==> config.mk <==
export PLATFORM = sky130hd
export DESIGN_NAME = shuffled_minstd_random_generator
export DESIGN_NICKNAME = d
export VERILOG_FILES = /design/src/rtl/smrg_pkg.sv /design/src/rtl/shuffled_minstd_random_generator.sv /design/src/rtl/smrg_ram.sv /design/src/rtl/smrg_lcg_unit.sv
export SDC_FILE = /design/constraint.sdc
export NUM_CORES = 2
export LEC_CHECK = 0
export BUFFER_PORTS_ARGS = -buffer_cell sky130_fd_sc_hd__buf_2
export CORE_UTILIZATION = 40
export DETAILED_ROUTE_END_ITERATION = 10
export GPL_TIMING_DRIVEN = 0
export PLACE_DENSITY_LB_ADDON = 0.25
export SLEW_MARGIN = 10
export SYNTH_ARGS = -nofsm -noshare
export SYNTH_HDL_FRONTEND = slang
export SYNTH_SLANG_ARGS = --single-unit
==> constraint.sdc <==
create_clock -name clock -period 17.7 [get_ports clock]
set_input_delay 2.655 -clock clock [delete_from_list [all_inputs] [get_ports clock]]
set_output_delay 2.655 -clock clock [all_outputs]
set_load 0.02 [all_outputs]
==> src/rtl/smrg_pkg.sv <==
// Shared widths, constants and types of the shuffled minimal-standard generator.
package smrg_pkg;

   localparam int VALUE_W          = 31;
   localparam int OPERAND_W        = 32;
   localparam int MULT_W           = 15;
   localparam int PROD_W           = 46;
   localparam int SLOT_SHIFT       = 26;
   localparam int TABLE_DEPTH_DEF  = 32;
   localparam int WARMUP_STEPS_DEF = 40;
   localparam int CSR_ADDR_W       = 3;
   localparam int CSR_DATA_W       = 32;
   localparam int REQ_DATA_W       = 8;
   localparam int RSP_DATA_W       = 32;

   localparam logic [MULT_W-1:0]  LCG_MULT = 15'd16807;
   localparam logic [VALUE_W-1:0] LCG_MOD  = 31'h7FFF_FFFF;

   localparam logic REG_SEED = 1'b0;

   typedef logic [VALUE_W-1:0]   value_type;
   typedef logic [OPERAND_W-1:0] operand_type;

endpackage

==> src/rtl/shuffled_minstd_random_generator.sv <==
// Top level of the shuffled minimal-standard random generator.
//
//   Channel  Direction  Handshake               Payload
//   req      in         req_tvalid/req_tready   req_tdata[0] = restart
//   rsp      out        rsp_tvalid/rsp_tready   rsp_tdata[30:0] = value
//   csr      in         APB, pready always high seed register at byte address 0
//
// A draw passes through the accepting idle state and the reduce state, and its result is
// registered in the reduce state unless a waiting result holds it there.
// A restart, or the first request after reset, first runs WARMUP_STEPS warm-up steps,
// each a multiply state and a reduce state of the one shared unit, then the draw.
// The block accepts one request at a time; a waiting result holds the block in its last step.
// Reset is synchronous; the shuffle table needs no clearing since a restart fills it.
module shuffled_minstd_random_generator #(
   parameter int TABLE_DEPTH  = smrg_pkg::TABLE_DEPTH_DEF,
   parameter int WARMUP_STEPS = smrg_pkg::WARMUP_STEPS_DEF
) (
   input  logic                            clock,
   input  logic                            reset,
   input  logic                            req_tvalid,
   output logic                            req_tready,
   input  logic [smrg_pkg::REQ_DATA_W-1:0] req_tdata,   // [0] restart, zero filled above
   output logic                            rsp_tvalid,
   input  logic                            rsp_tready,
   output logic [smrg_pkg::RSP_DATA_W-1:0] rsp_tdata,   // [30:0] value, zero filled above
   input  logic                            csr_psel,
   input  logic                            csr_penable,
   input  logic                            csr_pwrite,
   input  logic [smrg_pkg::CSR_ADDR_W-1:0] csr_paddr,
   input  logic [smrg_pkg::CSR_DATA_W-1:0] csr_pwdata,
   output logic [smrg_pkg::CSR_DATA_W-1:0] csr_prdata,
   output logic                            csr_pready
);

   import smrg_pkg::*;

   localparam int AW = $clog2(TABLE_DEPTH);
   localparam int CW = $clog2(WARMUP_STEPS);

   typedef enum logic [4:0] {
      ST_IDLE     = 5'b00001,
      ST_WARM_MUL = 5'b00010,
      ST_WARM_RED = 5'b00100,
      ST_DRAW_MUL = 5'b01000,
      ST_DRAW_RED = 5'b10000
   } state_type;

   state_type          state_ff, state_in;
   logic [CSR_DATA_W-1:0] seed_ff, seed_in;
   logic               seeded_ff, seeded_in;
   value_type          lcg_ff, lcg_in;
   value_type          last_ff, last_in;
   operand_type        work_ff, work_in;
   logic [CW-1:0]      cnt_ff, cnt_in;
   logic               rsp_valid_ff, rsp_valid_in;
   value_type          rsp_value_ff, rsp_value_in;

   logic               csr_wr;
   logic               req_acc;
   operand_type        seed_mag;
   operand_type        start_val;
   operand_type        operand;
   value_type          step_val;
   logic [4:0]         slot_q;
   logic [4:0]         slot_fix;
   logic [AW-1:0]      rd_addr;
   logic               wr_en;
   logic [AW-1:0]      wr_addr;
   value_type          wr_data;
   value_type          rd_data;

   assign csr_pready = 1'b1;
   assign csr_wr     = csr_psel & csr_penable & csr_pwrite & csr_pready;
   assign csr_prdata = (csr_paddr[2] == REG_SEED) ? seed_ff : '0;
   assign seed_in    = (csr_wr && csr_paddr[2] == REG_SEED) ? csr_pwdata : seed_ff;

   assign req_tready = (state_ff == ST_IDLE);
   assign req_acc    = req_tvalid & req_tready;

   assign seed_mag  = seed_ff[CSR_DATA_W-1] ? (~seed_ff + 1'b1) : seed_ff;
   assign start_val = (seed_mag == '0) ? operand_type'(1) : seed_mag;

   assign operand = (state_ff == ST_WARM_MUL) ? work_ff : {1'b0, lcg_ff};

   smrg_lcg_unit u_lcg (
      .clock   (clock),
      .operand (operand),
      .result  (step_val)
   );

   // Slot is last / (2^26 + 1): the top bits, less one where the low bits fall short.
   assign slot_q   = last_ff[VALUE_W-1:SLOT_SHIFT];
   assign slot_fix = (last_ff[SLOT_SHIFT-1:0] < {{(SLOT_SHIFT - 5){1'b0}}, slot_q})
                   ? slot_q - 5'd1 : slot_q;
   assign rd_addr  = slot_fix[AW-1:0];

   smrg_ram #(
      .WIDTH (VALUE_W),
      .DEPTH (TABLE_DEPTH)
   ) u_table (
      .clock   (clock),
      .wr_en   (wr_en),
      .wr_addr (wr_addr),
      .wr_data (wr_data),
      .rd_addr (rd_addr),
      .rd_data (rd_data)
   );

   always_comb begin
      state_in     = state_ff;
      seeded_in    = seeded_ff;
      lcg_in       = lcg_ff;
      last_in      = last_ff;
      work_in      = work_ff;
      cnt_in       = cnt_ff;
      rsp_value_in = rsp_value_ff;
      rsp_valid_in = rsp_valid_ff & ~rsp_tready;
      wr_en        = 1'b0;
      wr_addr      = rd_addr;
      wr_data      = step_val;
      unique case (state_ff)
         ST_IDLE: begin
            if (req_acc) begin
               if (req_tdata[0] || !seeded_ff) begin
                  work_in  = start_val;
                  cnt_in   = CW'(WARMUP_STEPS - 1);
                  state_in = ST_WARM_MUL;
               end else begin
                  state_in = ST_DRAW_RED;
               end
            end
         end
         ST_WARM_MUL: begin
            state_in = ST_WARM_RED;
         end
         ST_WARM_RED: begin
            work_in = {1'b0, step_val};
            wr_addr = cnt_ff[AW-1:0];
            wr_en   = (32'(cnt_ff) < TABLE_DEPTH);
            if (cnt_ff == '0) begin
               lcg_in    = step_val;
               last_in   = step_val;
               seeded_in = 1'b1;
               state_in  = ST_DRAW_MUL;
            end else begin
               cnt_in   = cnt_ff - 1'b1;
               state_in = ST_WARM_MUL;
            end
         end
         ST_DRAW_MUL: begin
            state_in = ST_DRAW_RED;
         end
         ST_DRAW_RED: begin
            if (!rsp_valid_ff || rsp_tready) begin
               wr_en        = 1'b1;
               lcg_in       = step_val;
               last_in      = rd_data;
               rsp_value_in = rd_data;
               rsp_valid_in = 1'b1;
               state_in     = ST_IDLE;
            end
         end
         default: begin
            state_in = ST_IDLE;
         end
      endcase
   end

   always_ff @(posedge clock) begin
      if (reset) begin
         state_ff     <= ST_IDLE;
         seed_ff      <= CSR_DATA_W'(1);
         seeded_ff    <= 1'b0;
         lcg_ff       <= value_type'(1);
         last_ff      <= '0;
         rsp_valid_ff <= 1'b0;
      end else begin
         state_ff     <= state_in;
         seed_ff      <= seed_in;
         seeded_ff    <= seeded_in;
         lcg_ff       <= lcg_in;
         last_ff      <= last_in;
         rsp_valid_ff <= rsp_valid_in;
      end
   end

   always_ff @(posedge clock) begin
      work_ff      <= work_in;
      cnt_ff       <= cnt_in;
      rsp_value_ff <= rsp_value_in;
   end

   assign rsp_tvalid = rsp_valid_ff;
   assign rsp_tdata  = {{(RSP_DATA_W - VALUE_W){1'b0}}, rsp_value_ff};

endmodule

==> src/rtl/smrg_ram.sv <==
// Generic single-port-write, registered-read RAM used for the shuffle table.
module smrg_ram #(
   parameter int WIDTH = 31,
   parameter int DEPTH = 32
) (
   input  logic                     clock,
   input  logic                     wr_en,
   input  logic [$clog2(DEPTH)-1:0] wr_addr,
   input  logic [WIDTH-1:0]         wr_data,
   input  logic [$clog2(DEPTH)-1:0] rd_addr,
   output logic [WIDTH-1:0]         rd_data
);

   logic [WIDTH-1:0] mem_ff [DEPTH];
   logic [WIDTH-1:0] rd_data_ff;

   always_ff @(posedge clock) begin
      if (wr_en) begin
         mem_ff[wr_addr] <= wr_data;
      end
      rd_data_ff <= mem_ff[rd_addr];
   end

   assign rd_data = rd_data_ff;

endmodule

==> src/rtl/smrg_lcg_unit.sv <==
// Shared generator step: registered multiply by 16807, then reduction modulo 2^31-1.
module smrg_lcg_unit (
   input  logic                 clock,
   input  smrg_pkg::operand_type operand,
   output smrg_pkg::value_type   result
);

   import smrg_pkg::*;

   logic [PROD_W:0]     prod_full;
   logic [PROD_W-1:0]   prod_in;
   logic [PROD_W-1:0]   prod_ff;
   logic [VALUE_W:0]    sum;
   logic [VALUE_W:0]    diff;

   assign prod_full = {{(PROD_W + 1 - OPERAND_W){1'b0}}, operand}
                    * {{(PROD_W + 1 - MULT_W){1'b0}}, LCG_MULT};
   assign prod_in   = prod_full[PROD_W-1:0];

   always_ff @(posedge clock) begin
      prod_ff <= prod_in;
   end

   assign sum  = {1'b0, prod_ff[VALUE_W-1:0]}
               + {{(VALUE_W + 1 - (PROD_W - VALUE_W)){1'b0}}, prod_ff[PROD_W-1:VALUE_W]};
   assign diff = sum - {1'b0, LCG_MOD};

   assign result = (sum >= {1'b0, LCG_MOD}) ? diff[VALUE_W-1:0] : sum[VALUE_W-1:0];

endmodule

==> impl_metrics.json <==
{
  "post-route-util_pct": 46.2,
  "insertion_delay_ns": 0.78,
  "antenna_left": 0,
  "nFillCells": 13100,
  "drc_errors": 0,
  "track_usage_pct": 24.5,
  "htreeDepth": 4,
  "syn_inst": 4968,
  "syn2layout_area_growth_pct": 14.1,
  "critPathCaptureType": "flip-flop",
  "max_slew_margin_pct": 13.5,
  "fmax_ghz": 0.106,
  "yosys_warnings": 0,
  "regArea_mm2": 0.0354,
  "period_minus_slack_ns": 9.43,
  "synth_compound_area_share_pct": 7.81,
  "worst_path_max_delay_cell": "mux2i_1",
  "synth_cell_types": 95,
  "finalMaxSlewViolations": 0,
  "num_vias": 40800,
  "synth_fa_ha_area_share_pct": 8.78,
  "core-area_mm2": 0.144,
  "power.share.sequential_pct": 51.9,
  "num_rows": 139,
  "die_h_um": 384,
  "post-route-period-util_pct": 53.3,
  "numCtsBuffers": 130,
  "synth_area_mm2": 0.0585,
  "gp_congestion": 0.907,
  "synth_top_family_by_area": "simple AND/OR/NAND/NOR gates",
  "drt-pass1-iter-count": 5,
  "required_ns": 18.38,
  "intPower_mw": 4.86,
  "synth.mux.area_fraction_pct": 2.65,
  "synth_xor_area_share_pct": 2.05,
  "grt_pass1_wl_um": 264000,
  "crit_fanout": 10,
  "yosys.area_share.simple_pct": 14.0,
  "cp_common_cell": "inv_1",
  "yosysTopAreaCell": "edfxtp_1",
  "yosys-top-cells-area": "edfxtp_1 (55%), nand2_1 (6.5%), dfxtp_1 (6.1%), ha_1 (4.5%), fa_1 (4.2%)",
  "portBuffers": 105,
  "root_buffer": "clkbuf_16",
  "grt_max_degree": 36,
  "postCtsSetupBuffers": 0,
  "worstMarginPinSlew_ns": 1.26,
  "hold_viol_final": 0,
  "maxCapViolCount": 0,
  "nNetsFinal": 5634,
  "clk_pin_slew_ns": 0.06,
  "dieArea_mm2": 0.148,
  "rsz0062_at_grt": "false",
  "viasPerCell": 5.63,
  "switching_share_pct": 22.5,
  "cts_tree": "done",
  "overflow": 0,
  "start_kind": "flip-flop",
  "clock_skew_ns": 0.0333,
  "status": "completed",
  "hold_buffers": 0,
  "wl_per_cell_um": 25.1,
  "critical_path.max_stage_delay_ns": 0.74,
  "p_per_area_mw_per_mm2": 94.0,
  "ys_ff_latch": 1239,
  "syn_area_per_cell_um2": 11.8,
  "setup_viol": 0,
  "path_class": "reg2reg",
  "die_width_um": 384,
  "arrival_ns": 10.11,
  "dp_hpwl_um": 133000,
  "synth_edf_count": 1061,
  "worstHoldPathType": "reg2reg",
  "synth-seq-area-share_pct": 60.6,
  "dr.first_iter.drc_count": 4573,
  "setup_tns_ns": 0,
  "cts.path.max_buffers": 3,
  "multiInputGateArea_mm2": 0.0210,
  "grt_pass1_vias": 39300,
  "ios": 117,
  "synth_top_cell_area_share_pct": 54.5,
  "async_flop_share_pct": 0,
  "p_switching_mw": 1.41,
  "p_leak_nw": 24.5,
  "cts_resized": 0,
  "ir_worst_vdd_uv": 70.0,
  "synth_flop_cell": "edfxtp_1",
  "design_area_mm2": 0.0667,
  "cts.sinks": 1239,
  "dpl_cell_area_mm2": 0.0626,
  "p_clk_share_pct": 42.7,
  "p_comb_share_pct": 5.3,
  "layout-drive-gt1-share_pct": 8.81,
  "initial_core_util_pct": 40.5,
  "wl_um": 182000,
  "syn_nets": 5354,
  "antenna_found_initial": 12
}
==> worst max-delay path, delay by kind of cell, from the launching register on <==
family          cells  cell delay [ns]
compound gates      9             2.51
buf+inv             9             2.67
xor+xnor            1             0.14
simple gates        3             0.43
flops               1             0.44
fa+ha+maj           6             2.40
mux                 1             0.74
==> metal layers <==
layer / wire length [um] / vias up / global-route usage (%)
met2: 86600 / 1708 / 39.9
met1: 74500 / 20400 / 32.5
met4: 6700 / 12 / 8.95
met3: 14200 / 332 / 4.46
li1: - / 18400 / -
met5: 74 / - / 0
==> per-stage QoR <==
stage	total power [mW]	cells	hold WS (ns)	setup slack, ns
4_1_cts	6.29	7251	0.454	8.32
2_1_floorplan	3.49	4968	0.400	9.99
5_1_grt	6.43	7251	0.460	7.81
6_report	6.27	7257	0.456	8.27
3_5_place_dp	3.65	7019	0.446	8.34
3_3_place_gp	3.63	6976	0.435	8.41
==> logic make-up (layout without fill, tap and decap cells) <==
| family | Yosys count | after routing |
|---|---|---|
| buffers and inverters | 605 | 985 |
| AO/OA/AOI/OAI | 650 | 650 |
| AND/OR/NAND/NOR | 1849 | 1849 |
| adder cells (fa/ha/maj) | 336 | 336 |
| other | 2 | 8 |
| flip-flops | 1239 | 1239 |
| XOR/XNOR | 137 | 137 |
| multiplexers | 150 | 150 |
==> synth_stat cells, types with 36 or more instances <==
| master | number |
|---|---|
| a2111oi_0 | 37 |
| a21oi_1 | 129 |
| a31oi_1 | 112 |
| a32oi_1 | 99 |
| clkbuf_1 | 219 |
| dfxtp_1 | 178 |
| edfxtp_1 | 1061 |
| fa_1 | 124 |
| ha_1 | 212 |
| inv_1 | 333 |
| mux2_2 | 36 |
| mux2i_1 | 114 |
| nand2_1 | 1010 |
| nand3_1 | 372 |
| nand4_1 | 45 |
| nor2_1 | 174 |
| nor2b_1 | 41 |
| nor3_1 | 47 |
| o21ai_0 | 70 |
| xnor2_1 | 86 |
| xor2_1 | 51 |
==> state kept, by name, summed over array words and instances, names as in the netlist, 5 cells and up <==
| signal | count |
|---|---|
| rsp_value_ff | 31 |
| state_ff | 5 |
| u_table.rd_data | 31 |
| lcg_ff | 31 |
| work_ff | 32 |
| cnt_ff | 6 |
| u_table.mem_ff | 992 |
| u_lcg.prod_ff | 46 |
| last_ff | 31 |
| seed_ff | 32 |
==> cell usage in the layout, fill, tap and decap left out, types with 12 or more instances in the layout <==
master,Yosys,routed
nand4_1,45,45
a2111oi_0,37,37
o21bai_1,14,14
o21a_1,12,12
nor2b_1,41,41
clkbuf_16,0,132
a32oi_1,99,99
nor3_1,47,47
nor2_4,0,37
ha_1,212,212
edfxtp_1,1061,1061
mux2i_1,114,114
and3_1,30,30
a21o_1,30,30
buf_2,9,115
dfxtp_1,178,178
nand2b_1,24,24
fa_1,124,124
buf_12,0,33
xor2_1,51,51
nor2_1,174,137
xnor2_1,86,85
nand3_1,372,372
o22ai_1,18,18
clkbuf_1,219,247
or3_1,13,13
nor4_1,16,16
a31oi_1,112,112
and2_1,17,14
inv_1,333,332
a211oi_1,30,30
nand2_1,1010,1009
clkbuf_8,4,12
clkinv_1,2,30
or2_2,16,16
buf_1,28,27
mux2_2,36,36
a21oi_1,129,127
o21ai_0,70,70
==> power groups by stage <==
stage               Combinational, mW  Clock [mW]  Sequential, mW
floorplan                       0.185           0            3.31
CTS                             0.332        2.71            3.25
finish                          0.335        2.68            3.26
global route                    0.359        2.82            3.26
global placement                0.310           0            3.32
detailed placement              0.330           0            3.32
==> path summary, 6_finish.rpt <==
kind	from	end	slack, ns	depth (start not counted)
hold / removal	lcg_ff[21]	lcg_ff[21]	0.46	2
setup reg to reg	state_ff[3]	u_lcg.prod_ff[41]	8.27	29
hold reg to reg	lcg_ff[21]	lcg_ff[21]	0.46	2
setup / recovery	state_ff[3]	u_lcg.prod_ff[41]	8.27	29
==> layout make-up <==
type / count / area share, %
well taps: 1903 / 3.57
flip-flops and latches: 1239 / 53.1
clock buffers: 168 / 5.27
repair buffers: 148 / 2.07
multi-input cells: 3124 / 31.5
inverters: 335 / 1.88
plain buffers: 270 / 1.68
clock inverters: 64 / 0.904
diodes: 6 / 0.0225
Note: power is estimated with default switching activity, not from simulation.
